==> src/rtl/cpu_register_file_with_pairs_defines.svh <==
// assertion macros used by the register file core
`ifndef CPU_REGISTER_FILE_WITH_PAIRS_DEFINES_SVH
`define CPU_REGISTER_FILE_WITH_PAIRS_DEFINES_SVH

`ifndef SYNTHESIS
`define CRFP_ASSERT_NEXT(lbl, cond, expr) \
    lbl: assert property (@(posedge i_clk) disable iff (!i_rst_n) (cond) |=> (expr)) \
        else $error("crfp assertion failed");
`define CRFP_ASSERT_SAME(lbl, cond, expr) \
    lbl: assert property (@(posedge i_clk) disable iff (!i_rst_n) (cond) |-> (expr)) \
        else $error("crfp assertion failed");
`else
`define CRFP_ASSERT_NEXT(lbl, cond, expr)
`define CRFP_ASSERT_SAME(lbl, cond, expr)
`endif

`endif

==> src/rtl/crfp_pkg.sv <==
// shared types and codes of the cpu register file
package crfp_pkg;

    localparam logic [2:0] KIND_REG_READ  = 3'd0;
    localparam logic [2:0] KIND_REG_WRITE = 3'd1;
    localparam logic [2:0] KIND_FLAG_SET  = 3'd2;
    localparam logic [2:0] KIND_IO_READ   = 3'd3;
    localparam logic [2:0] KIND_IO_WRITE  = 3'd4;

    localparam logic [3:0] SEL_A  = 4'd0;
    localparam logic [3:0] SEL_B  = 4'd1;
    localparam logic [3:0] SEL_C  = 4'd2;
    localparam logic [3:0] SEL_D  = 4'd3;
    localparam logic [3:0] SEL_E  = 4'd4;
    localparam logic [3:0] SEL_F  = 4'd5;
    localparam logic [3:0] SEL_H  = 4'd6;
    localparam logic [3:0] SEL_L  = 4'd7;
    localparam logic [3:0] SEL_BC = 4'd8;
    localparam logic [3:0] SEL_DE = 4'd9;
    localparam logic [3:0] SEL_HL = 4'd10;
    localparam logic [3:0] SEL_AF = 4'd11;
    localparam logic [3:0] SEL_SP = 4'd12;
    localparam logic [3:0] SEL_PC = 4'd13;
    localparam logic [3:0] SEL_IE = 4'd14;

    localparam logic [1:0] FLAG_CLEAR = 2'd0;
    localparam logic [1:0] FLAG_SET   = 2'd1;

    localparam logic [15:0] ADDR_SERIAL_DATA = 16'hFF01;
    localparam logic [15:0] ADDR_SERIAL_CTRL = 16'hFF02;
    localparam logic [7:0]  FLAG_KEEP_MASK   = 8'hF0;

    localparam int IN_TDATA_W  = 48;
    localparam int OUT_TDATA_W = 24;

    typedef struct packed {
        logic [2:0]  kind;
        logic [3:0]  reg_select;
        logic [15:0] value;
        logic [15:0] io_address;
        logic [1:0]  zero_update;
        logic [1:0]  subtract_update;
        logic [1:0]  half_carry_update;
        logic [1:0]  carry_update;
    } t_item;

    typedef struct packed {
        logic [15:0] read_data;
        logic        zero_flag;
        logic        subtract_flag;
        logic        half_carry_flag;
        logic        carry_flag;
    } t_result;

endpackage

==> src/rtl/cpu_register_file_with_pairs.sv <==
// top level of the cpu register file with register pairs
// a request is held in the input register, then its result is registered in the result register
// throughput: one request per cycle while the result side keeps taking results
// all register and serial state is applied in the cycle a request moves to the result reg
// reset: synchronous active low i_rst_n clears the register file, the serial registers and both valid bits
module cpu_register_file_with_pairs (
    input  logic        i_clk,
    input  logic        i_rst_n,
    input  logic        s_axis_tvalid,
    output logic        s_axis_tready,
    // reg_select[3:0], value[19:4], io_address[35:20], zero_update[37:36],
    // subtract_update[39:38], half_carry_update[41:40], carry_update[43:42]
    input  logic [47:0] s_axis_tdata,
    // kind[2:0]
    input  logic [2:0]  s_axis_tuser,
    output logic        m_axis_tvalid,
    input  logic        m_axis_tready,
    // read_data[15:0], zero_flag[16], subtract_flag[17], half_carry_flag[18], carry_flag[19]
    output logic [23:0] m_axis_tdata
);

    logic              in_valid;
    logic              advance;
    crfp_pkg::t_item   item;
    crfp_pkg::t_result result;

    // move the held request into the core when the result slot frees up
    assign advance = in_valid && (!m_axis_tvalid || m_axis_tready);

    crfp_in_reg u_in_reg (
        .i_clk         (i_clk),
        .i_rst_n       (i_rst_n),
        .s_axis_tvalid (s_axis_tvalid),
        .s_axis_tready (s_axis_tready),
        .s_axis_tdata  (s_axis_tdata),
        .s_axis_tuser  (s_axis_tuser),
        .i_advance     (advance),
        .o_valid       (in_valid),
        .o_item        (item)
    );

    crfp_core u_core (
        .i_clk    (i_clk),
        .i_rst_n  (i_rst_n),
        .i_load   (advance),
        .i_item   (item),
        .o_result (result)
    );

    crfp_out_reg u_out_reg (
        .i_clk         (i_clk),
        .i_rst_n       (i_rst_n),
        .i_load        (advance),
        .i_result      (result),
        .m_axis_tvalid (m_axis_tvalid),
        .m_axis_tready (m_axis_tready),
        .m_axis_tdata  (m_axis_tdata)
    );

endmodule

==> src/rtl/crfp_in_reg.sv <==
// input register stage: takes a request and holds it for the core
module crfp_in_reg (
    input  logic                            i_clk,
    input  logic                            i_rst_n,
    input  logic                            s_axis_tvalid,
    output logic                            s_axis_tready,
    input  logic [crfp_pkg::IN_TDATA_W-1:0] s_axis_tdata,
    input  logic [2:0]                      s_axis_tuser,
    input  logic                            i_advance,
    output logic                            o_valid,
    output crfp_pkg::t_item                 o_item
);

    logic            r_valid;
    crfp_pkg::t_item r_item;
    crfp_pkg::t_item n_item;

    assign s_axis_tready = !r_valid || i_advance;

    always_comb begin
        n_item.kind              = s_axis_tuser;
        n_item.reg_select        = s_axis_tdata[3:0];
        n_item.value             = s_axis_tdata[19:4];
        n_item.io_address        = s_axis_tdata[35:20];
        n_item.zero_update       = s_axis_tdata[37:36];
        n_item.subtract_update   = s_axis_tdata[39:38];
        n_item.half_carry_update = s_axis_tdata[41:40];
        n_item.carry_update      = s_axis_tdata[43:42];
    end

    always_ff @(posedge i_clk) begin
        if (!i_rst_n) begin
            r_valid <= 1'b0;
        end else if (s_axis_tready) begin
            r_valid <= s_axis_tvalid;
        end
        if (s_axis_tvalid && s_axis_tready) begin
            r_item <= n_item;
        end
    end

    assign o_valid = r_valid;
    assign o_item  = r_item;

endmodule

==> src/rtl/crfp_core.sv <==
// register storage, access decode and flag update
`include "cpu_register_file_with_pairs_defines.svh"

module crfp_core (
    input  logic              i_clk,
    input  logic              i_rst_n,
    input  logic              i_load,
    input  crfp_pkg::t_item   i_item,
    output crfp_pkg::t_result o_result
);

    logic [7:0]  r_a, r_b, r_c, r_d, r_e, r_f, r_h, r_l, r_ie, r_sd, r_sc;
    logic [15:0] r_sp, r_pc;
    logic [7:0]  n_a, n_b, n_c, n_d, n_e, n_f, n_h, n_l, n_ie, n_sd, n_sc;
    logic [15:0] n_sp, n_pc;
    logic [15:0] reg_rd;
    logic [15:0] read_data;
    logic [7:0]  lo;
    logic [7:0]  hi;

    function automatic logic apply_flag(input logic cur, input logic [1:0] action);
        logic res;
        case (action)
            crfp_pkg::FLAG_CLEAR: res = 1'b0;
            crfp_pkg::FLAG_SET:   res = 1'b1;
            default:              res = cur;
        endcase
        return res;
    endfunction

    assign lo = i_item.value[7:0];
    assign hi = i_item.value[15:8];

    always_comb begin
        case (i_item.reg_select)
            crfp_pkg::SEL_A:  reg_rd = {8'd0, r_a};
            crfp_pkg::SEL_B:  reg_rd = {8'd0, r_b};
            crfp_pkg::SEL_C:  reg_rd = {8'd0, r_c};
            crfp_pkg::SEL_D:  reg_rd = {8'd0, r_d};
            crfp_pkg::SEL_E:  reg_rd = {8'd0, r_e};
            crfp_pkg::SEL_F:  reg_rd = {8'd0, r_f};
            crfp_pkg::SEL_H:  reg_rd = {8'd0, r_h};
            crfp_pkg::SEL_L:  reg_rd = {8'd0, r_l};
            crfp_pkg::SEL_BC: reg_rd = {r_b, r_c};
            crfp_pkg::SEL_DE: reg_rd = {r_d, r_e};
            crfp_pkg::SEL_HL: reg_rd = {r_h, r_l};
            crfp_pkg::SEL_AF: reg_rd = {r_a, r_f};
            crfp_pkg::SEL_SP: reg_rd = r_sp;
            crfp_pkg::SEL_PC: reg_rd = r_pc;
            crfp_pkg::SEL_IE: reg_rd = {8'd0, r_ie};
            default:          reg_rd = 16'd0;
        endcase
    end

    always_comb begin
        n_a = r_a; n_b = r_b; n_c = r_c; n_d = r_d; n_e = r_e; n_f = r_f;
        n_h = r_h; n_l = r_l; n_sp = r_sp; n_pc = r_pc; n_ie = r_ie;
        n_sd = r_sd; n_sc = r_sc;
        read_data = 16'd0;
        case (i_item.kind)
            crfp_pkg::KIND_REG_READ: begin
                read_data = reg_rd;
            end
            crfp_pkg::KIND_REG_WRITE: begin
                case (i_item.reg_select)
                    crfp_pkg::SEL_A:  n_a = lo;
                    crfp_pkg::SEL_B:  n_b = lo;
                    crfp_pkg::SEL_C:  n_c = lo;
                    crfp_pkg::SEL_D:  n_d = lo;
                    crfp_pkg::SEL_E:  n_e = lo;
                    crfp_pkg::SEL_F:  n_f = lo;
                    crfp_pkg::SEL_H:  n_h = lo;
                    crfp_pkg::SEL_L:  n_l = lo;
                    crfp_pkg::SEL_BC: begin n_b = hi; n_c = lo; end
                    crfp_pkg::SEL_DE: begin n_d = hi; n_e = lo; end
                    crfp_pkg::SEL_HL: begin n_h = hi; n_l = lo; end
                    // low nibble of f is forced to zero on af pair writes
                    crfp_pkg::SEL_AF: begin n_a = hi; n_f = lo & crfp_pkg::FLAG_KEEP_MASK; end
                    crfp_pkg::SEL_SP: n_sp = i_item.value;
                    crfp_pkg::SEL_PC: n_pc = i_item.value;
                    crfp_pkg::SEL_IE: n_ie = lo;
                    default: ;
                endcase
            end
            crfp_pkg::KIND_FLAG_SET: begin
                n_f[7] = apply_flag(r_f[7], i_item.zero_update);
                n_f[6] = apply_flag(r_f[6], i_item.subtract_update);
                n_f[5] = apply_flag(r_f[5], i_item.half_carry_update);
                n_f[4] = apply_flag(r_f[4], i_item.carry_update);
            end
            crfp_pkg::KIND_IO_READ: begin
                if (i_item.io_address == crfp_pkg::ADDR_SERIAL_DATA) begin
                    read_data = {8'd0, r_sd};
                end else if (i_item.io_address == crfp_pkg::ADDR_SERIAL_CTRL) begin
                    read_data = {8'd0, r_sc};
                end
            end
            crfp_pkg::KIND_IO_WRITE: begin
                if (i_item.io_address == crfp_pkg::ADDR_SERIAL_DATA) begin
                    n_sd = lo;
                end else if (i_item.io_address == crfp_pkg::ADDR_SERIAL_CTRL) begin
                    n_sc = lo;
                end
            end
            default: ;
        endcase
    end

    always_ff @(posedge i_clk) begin
        if (!i_rst_n) begin
            r_a <= '0; r_b <= '0; r_c <= '0; r_d <= '0; r_e <= '0; r_f <= '0;
            r_h <= '0; r_l <= '0; r_sp <= '0; r_pc <= '0; r_ie <= '0;
            r_sd <= '0; r_sc <= '0;
        end else if (i_load) begin
            r_a <= n_a; r_b <= n_b; r_c <= n_c; r_d <= n_d; r_e <= n_e; r_f <= n_f;
            r_h <= n_h; r_l <= n_l; r_sp <= n_sp; r_pc <= n_pc; r_ie <= n_ie;
            r_sd <= n_sd; r_sc <= n_sc;
        end
    end

    always_comb begin
        o_result.read_data       = read_data;
        o_result.zero_flag       = n_f[7];
        o_result.subtract_flag   = n_f[6];
        o_result.half_carry_flag = n_f[5];
        o_result.carry_flag      = n_f[4];
    end

    `CRFP_ASSERT_NEXT(a_af_write_clears_low, i_load && i_item.kind == crfp_pkg::KIND_REG_WRITE && i_item.reg_select == crfp_pkg::SEL_AF, r_f[3:0] == 4'd0)
    `CRFP_ASSERT_NEXT(a_io_keeps_flags, i_load && (i_item.kind == crfp_pkg::KIND_IO_READ || i_item.kind == crfp_pkg::KIND_IO_WRITE), $stable(r_f))
    `CRFP_ASSERT_NEXT(a_no_load_holds_sp, !i_load, $stable(r_sp) && $stable(r_pc))

endmodule

==> src/rtl/crfp_out_reg.sv <==
// result register toward the master side
module crfp_out_reg (
    input  logic                             i_clk,
    input  logic                             i_rst_n,
    input  logic                             i_load,
    input  crfp_pkg::t_result                i_result,
    output logic                             m_axis_tvalid,
    input  logic                             m_axis_tready,
    output logic [crfp_pkg::OUT_TDATA_W-1:0] m_axis_tdata
);

    logic                             r_valid;
    logic [crfp_pkg::OUT_TDATA_W-1:0] r_data;
    logic [crfp_pkg::OUT_TDATA_W-1:0] n_data;

    assign n_data = {4'd0, i_result.carry_flag, i_result.half_carry_flag,
                     i_result.subtract_flag, i_result.zero_flag, i_result.read_data};

    always_ff @(posedge i_clk) begin
        if (!i_rst_n) begin
            r_valid <= 1'b0;
        end else if (i_load) begin
            r_valid <= 1'b1;
        end else if (m_axis_tready) begin
            r_valid <= 1'b0;
        end
        if (i_load) begin
            r_data <= n_data;
        end
    end

    assign m_axis_tvalid = r_valid;
    assign m_axis_tdata  = r_data;

endmodule

==> config.mk <==
export PLATFORM = sky130hd
export DESIGN_NAME = cpu_register_file_with_pairs
export DESIGN_NICKNAME = d
export VERILOG_FILES = /design/src/rtl/crfp_pkg.sv /design/src/rtl/cpu_register_file_with_pairs.sv /design/src/rtl/crfp_in_reg.sv /design/src/rtl/crfp_core.sv /design/src/rtl/crfp_out_reg.sv
export VERILOG_INCLUDE_DIRS = /design/src /design/src/rtl
export SDC_FILE = /design/constraint.sdc
export NUM_CORES = 1
export LEC_CHECK = 0
export BUFFER_PORTS_ARGS = -buffer_cell sky130_fd_sc_hd__buf_2
export CAP_MARGIN = 20
export CELL_PAD_IN_SITES_DETAIL_PLACEMENT = 1
export CELL_PAD_IN_SITES_GLOBAL_PLACEMENT = 1
export CORE_MARGIN = 3
export CORE_UTILIZATION = 40
export CTS_CLUSTER_SIZE = 8
export DETAILED_ROUTE_END_ITERATION = 16
export PLACE_DENSITY_LB_ADDON = 0.1
export SYNTH_ARGS = -nofsm -noshare
export SYNTH_HDL_FRONTEND = slang
export SYNTH_HIERARCHICAL = 1
export SYNTH_SLANG_ARGS = --single-unit
==> constraint.sdc <==
create_clock -name i_clk -period 3.2 [get_ports i_clk]
set_clock_uncertainty 0.05 [all_clocks]
set_input_delay 0.32 -clock i_clk [delete_from_list [all_inputs] [get_ports i_clk]]
set_output_delay 0.32 -clock i_clk [all_outputs]
set_load 0.005 [all_outputs]
==> flow_summary.ini, run 1 <==
[pwr]
leakagePower_nw = 4.13
ir_drop_mv = 0.268
powerDensity_nw_per_um2 = 481

[timing]
relSlewSlack = 0.370
hold_viol = 0
worst_slew_pin_slew_ps = 943
rsz0062_at_grt = false
setup_viol = 0
period_needed_ps = 2800
fmax_ghz = 0.357
drv_slew = 0
tns_ps = 0
period_share = 0.877

[final_layout]
final_net_count = 1023
fill_cells = 2400
design_area_um2 = 10900
drive_above_1_share = 0.180
n_antenna_cell = 0
area_growth_syn_to_layout_pct = 18.6

[min_path]
hp-class = input pin to flop

[synth]
ys_seq_area_frac = 0.485
synth.avg_cell_area_um2 = 10.6
yosysWarnings = 6
yosysMostFrequentCell = dfxtp_1
netlist-cell-type-count = 81
synth_edf_count = 67
yosys.area.top_type_share = 0.266
async_reset_ff_frac = 0
yosys-top-cells-count = dfxtp_1 (122), mux2i_1 (95), nand2_1 (80)
synth.area.top_cells = dfxtp_1 (27%), edfxtp_1 (22%), mux2i_1 (10%)
synthCells = 868
syn_area_um2 = 9180
synth_seq_cells = 189
synth_top_area_cell = dfxtp_1
synthFlopType = dfxtp_1

[worst_setup_path]
required_ps = 3330
crit_buf_inv = 1
crit_type = flop to flop
crit_family = compound AO/OA/AOI/OAI gates
startpoint_type = flop
cpMaxStageDelayCell = edfxtp_1
worstSetupEndpointType = flop
cp.arrival_ps = 2930
cpPeakStageDelay_ps = 820
cp_max_fo = 17
cp_cell_sequence = xor2_1 -> a311oi_1 -> a21oi_1 -> a2111oi_0 -> buf_4 -> o22ai_1

[drt]
finalWirelength_um = 29500
dr.pass1.iters = 7
drc = 0
vias = 7386
routedWlPerCell_um = 23.4
first_iter_violations = 480
vias_per_cell = 5.86
postRouteAntennaNets = 0

[clock_network]
htreeDepth = 4
cts_resized = 0
cts_setup_buffers = 0
numCtsBuffers = 17
clkTransAtPathRegs_ps = 80
tritoncts = built
cts_buffer_depth = 2
hold_buffers = 42
cts-root-buf = clkbuf_16
clk_latency_ps = 440
cts.sinks = 189

[global_route]
grt_max_degree = 86
grt_pass1_vias = 7704
track_usage = 0.240
overflow = 0
grt_pass1_wl_um = 45400
antenna_found_initial = 0

[run_status]
status = finished clean

[floorplan]
coreArea_um2 = 22200
dieArea_um2 = 24800
io_pins = 81
rows = 54
die_h_um = 157
die-width_um = 157
initial_core_util = 0.414

[placed_design]
place.gp.congestion = 0.845
placed_area_um2 = 9850
dp_hpwl_um = 20200
portBuffers = 72

[run]
maxCapViolations = 0
## power by group
part | leakage [nW] | internal [W] | switching, W
Sequential | 1.63 | 0.00256 | 0.0000952
Combinational | 2.22 | 0.000185 | 0.000257
Clock | 0.284 | 0.00106 | 0.00108
Total | 4.13 | 0.00380 | 0.00143
## final cells by class
class / count / area, µm² / share of cell area
flip-flops and latches: 189 / 4450 / 0.409
multi-input cells: 591 / 4300 / 0.395
inverters: 16 / 60.1 / 0.00551
clock buffers: 17 / 425 / 0.0391
well taps: 280 / 350 / 0.0322
repair buffers: 153 / 1130 / 0.104
clock inverters: 15 / 166 / 0.0153
## final timing paths
kind                                         end  slack (ps)  depth (start not counted)                          start
min reg2reg         u_core/r_sp[15]$_SDFFE_PN0P_         420                          2   u_core/r_sp[15]$_SDFFE_PN0P_
max          u_out_reg/m_axis_tdata[6]$_DFFE_PP_         400                          6  u_in_reg/o_item[41]$_DFFE_PP_
max reg2reg  u_out_reg/m_axis_tdata[6]$_DFFE_PP_         400                          6  u_in_reg/o_item[41]$_DFFE_PP_
min                u_in_reg/o_item[38]$_DFFE_PP_          20                          1               s_axis_tdata[18]
## sequential cells by signal, summed over array words and instances (netlist names)
name / cells
u_out_reg/m_axis_tvalid: 1
u_core/r_sd: 8
u_core/r_h: 8
u_core/r_sc: 8
u_core/r_sp: 16
u_core/r_c: 8
u_core/r_ie: 8
u_core/r_e: 8
u_in_reg/o_valid: 1
u_core/r_pc: 16
u_core/r_l: 8
u_core/r_f: 8
u_in_reg/o_item: 47
u_out_reg/m_axis_tdata: 20
u_core/r_d: 8
u_core/r_b: 8
u_core/r_a: 8
## routing by layer
layer / wire (µm) / part of all wire / up-vias / global-route usage
met3: 1250 / 0.042 / 43 / 0.0352
met1: 13500 / 0.46 / 3756 / 0.327
met5: 0 / 0 / - / 0
li1: - / - / 3389 / -
met4: 722 / 0.024 / 0 / 0.0802
met2: 14000 / 0.47 / 198 / 0.392
## metrics by stage
stage | power [W] | hold slack [ps] | setup slack, ps | std cells | utilization
after detailed placement | 0.00310 | 409 | 401 | 1184 | 0.444
after global routing | 0.00543 | 0.710 | 150 | 1261 | 0.491
final | 0.00524 | 18.4 | 395 | 1261 | 0.491
after CTS | 0.00528 | 0.278 | 363 | 1258 | 0.490
after global placement | 0.00309 | 398 | 328 | 1184 | 0.444
after floorplan | 0.00291 | 369 | 112 | 871 | -
## cell usage in the layout, fill, tap and decap left out, types with 4 or more instances in the layout
| cell type | instances |
|---|---|
| a21boi_0 | 24 |
| buf_12 | 4 |
| nand2_1 | 80 |
| nand2b_1 | 6 |
| nor4_4 | 4 |
| nor2_1 | 21 |
| nor2b_1 | 69 |
| inv_1 | 13 |
| nor3_2 | 4 |
| a22o_1 | 10 |
| mux2_2 | 7 |
| nor3b_1 | 4 |
| o2bb2ai_1 | 5 |
| o211a_1 | 32 |
| o22ai_1 | 10 |
| conb_1 | 4 |
| o21a_1 | 6 |
| dlygate4sd3_1 | 45 |
| buf_2 | 72 |
| inv_8 | 6 |
| nand3_1 | 48 |
| clkbuf_16 | 17 |
| a32oi_1 | 9 |
| a22oi_1 | 28 |
| a31oi_1 | 8 |
| mux2i_1 | 95 |
| edfxtp_1 | 67 |
| a21oi_1 | 16 |
| and3b_1 | 5 |
| dfxtp_1 | 122 |
| o21ai_0 | 20 |
| a222oi_1 | 4 |
| buf_4 | 32 |
## worst reg2reg max path: cells and delay by family (launching register included)
family	cells	cell delay, ps
AO/OA/AOI/OAI	4	1140
flip-flops	1	820
XOR/XNOR	1	320
buffers and inverters	1	220
## logic make-up (layout without fill, tap and decap cells)
| kind of cell | Yosys count | count (layout) | synth area share |
|---|---|---|---|
| other cells | 1 | 4 | 0.000408 |
| buf+inv | 91 | 201 | 0.0485 |
| flops | 189 | 189 | 0.485 |
| simple gates | 281 | 281 | 0.182 |
| mux | 102 | 102 | 0.112 |
| xor+xnor | 3 | 3 | 0.00286 |
| compound gates | 201 | 201 | 0.169 |
No activity file was read; power rests on OpenSTA's default activity.
==> run 2: changes to the inputs <==
Settings changed: CTS_BUF_LIST set to sky130_fd_sc_hd__clkbuf_4 sky130_fd_sc_hd__clkbuf_8.
==> run 2 against run 1 <==
Sequential power barely moved. Largest cell class unchanged. Combinational power barely moved. Clock-buffer cell count did not move. Maximum frequency fell by 1.1%. Critical path depth did not move.
==> flow_summary.ini, run 2 (synthesized netlist as in run 1, its figures left out) <==
[timing]
relSlewSlack = 0.326
setup_viol = 0
hold_viol = 0
fmax_ghz = 0.353
worst_slew_pin_slew_ps = 1010
drv_slew = 0
rsz0062_at_grt = false
tns_ps = 0
period_needed_ps = 2840
period_share = 0.886

[run_status]
status = finished clean

[worst_setup_path]
crit_buf_inv = 1
startpoint_type = flop
crit_type = flop to flop
cp.arrival_ps = 3010
required_ps = 3370
r2r-start = u_in_reg/o_item[41]$_DFFE_PP_
cpPeakStageDelay_ps = 840
reg2reg_to = u_out_reg/m_axis_tdata[6]$_DFFE_PP_
cp_max_fo = 17
worstSetupEndpointType = flop
cp_cell_sequence = xor2_1 -> a311oi_1 -> a21oi_1 -> a2111oi_0 -> buf_4 -> o22ai_1
r2r_slack_ps = 360
cpMaxStageDelayCell = edfxtp_1
reg2reg_depth = 6
crit_family = compound AO/OA/AOI/OAI gates

[clock_network]
clkTransAtPathRegs_ps = 110
tritoncts = built
clk_latency_ps = 480
numCtsBuffers = 17
htreeDepth = 4
cts_buffer_depth = 2
cts.sinks = 189
cts_setup_buffers = 0
cts-root-buf = clkbuf_8

[pwr]
powerDensity_nw_per_um2 = 439
ir_drop_mv = 0.257
leakagePower_nw = 4.05

[final_layout]
drive_above_1_share = 0.180
final_cell_mix = dfxtp_1 (122), mux2i_1 (95), nand2_1 (80)
design_area_um2 = 10700
area_growth_syn_to_layout_pct = 16.8
n_antenna_cell = 0
final_net_count = 1025
largest_reg_flops = 47
layout.cells.non_filler = 1263
layout_commonest_cell = dfxtp_1

[min_path]
hold_end = u_in_reg/o_valid$_SDFFE_PN0P_
hp-start = s_axis_tvalid
holdPathStages = 3
hp-class = input pin to flop

[run]
maxCapViolations = 0

[drt]
first_iter_violations = 458
drc = 0
routedWlPerCell_um = 23.4
vias_per_cell = 5.88
dr.pass1.iters = 5
vias = 7432
postRouteAntennaNets = 0
finalWirelength_um = 29600

[floorplan]
rows = 54
io_pins = 81
die-width_um = 157
initial_core_util = 0.414
dieArea_um2 = 24800
die_h_um = 157
coreArea_um2 = 22200

[placed_design]
placed_area_um2 = 9850
dp_cells = 1184
place.gp.congestion = 0.845
dp_hpwl_um = 20200
portBuffers = 72

[global_route]
grt_max_degree = 86
overflow = 0
grt_pass1_wl_um = 45400
track_usage = 0.240
grt_pass1_vias = 7748
antenna_found_initial = 0
==> run 2: changes by cell type in the layout (fill, tap and decap cells not counted), sizes merged <==
cell         previous run  this run
dlygate4sd3            45        47
==> run 2: worst max-delay path by stage <==
stage	endpoint	startpoint	slack, ps	cells past startpoint
floorplan	u_core/r_a[5]$_SDFFE_PN0P_	u_in_reg/o_valid$_SDFFE_PN0P_	110	6
global placement	u_out_reg/m_axis_tdata[6]$_DFFE_PP_	u_in_reg/o_item[41]$_DFFE_PP_	330	6
detailed placement	u_out_reg/m_axis_tdata[6]$_DFFE_PP_	u_in_reg/o_item[41]$_DFFE_PP_	400	6
CTS	u_out_reg/m_axis_tdata[6]$_DFFE_PP_	u_in_reg/o_item[41]$_DFFE_PP_	360	6
global route	u_out_reg/m_axis_tdata[6]$_DFFE_PP_	u_in_reg/o_item[41]$_DFFE_PP_	150	6
finish	u_out_reg/m_axis_tdata[6]$_DFFE_PP_	u_in_reg/o_item[41]$_DFFE_PP_	360	6
==> run 2: final cells by class <==
class                   instances  area, µm²
fillers                      2401      11400
flip-flops and latches        189       4450
multi-input cells             591       4300
repair buffers                155       1150
well taps                     280        350
clock buffers                  17        234
clock inverters                15        166
inverters                      16       60.1
==> run 2: report_power, final <==
part | total, W | internal [W] | leakage, nW | switching (W)
registers | 0.00265 | 0.00256 | 1.63 | 0.0000950
logic | 0.000445 | 0.000187 | 2.23 | 0.000257
clock network | 0.00161 | 0.000598 | 0.197 | 0.00101
total | 0.00471 | 0.00334 | 4.05 | 0.00137
==> run 2: metal layers <==
metal | wire [µm] | global-route usage | vias to the layer above
met5 | 0 | 0 | -
met4 | 702 | 0.0781 | 0
met3 | 1070 | 0.0338 | 41
met2 | 14100 | 0.396 | 183
met1 | 13700 | 0.327 | 3805
li1 | - | - | 3403
==> run 2: worst min-delay path: stages <==
cell	delay [ps]
buf_2	100
inv_1	50
a21boi_2	50
==> run 2: per-stage QoR <==
| stage | power [W] | worst slack, ps | hold slack, ps | utilization |
|---|---|---|---|---|
| 6_report | 0.00471 | 363 | 33.3 | 0.484 |
| 5_1_grt | 0.00491 | 147 | 20.9 | 0.484 |
| 4_1_cts | 0.00476 | 361 | 9.97 | 0.484 |
| 3_5_place_dp | 0.00310 | 401 | 409 | 0.444 |
| 3_3_place_gp | 0.00309 | 328 | 398 | 0.444 |
| 2_1_floorplan | 0.00291 | 112 | 369 | - |
==> run 2: what timing repair did <==
item,4_1_cts,5_1_grt
hold buffers,47,0
hold endpoints to repair,47,0
resized for setup,0,0
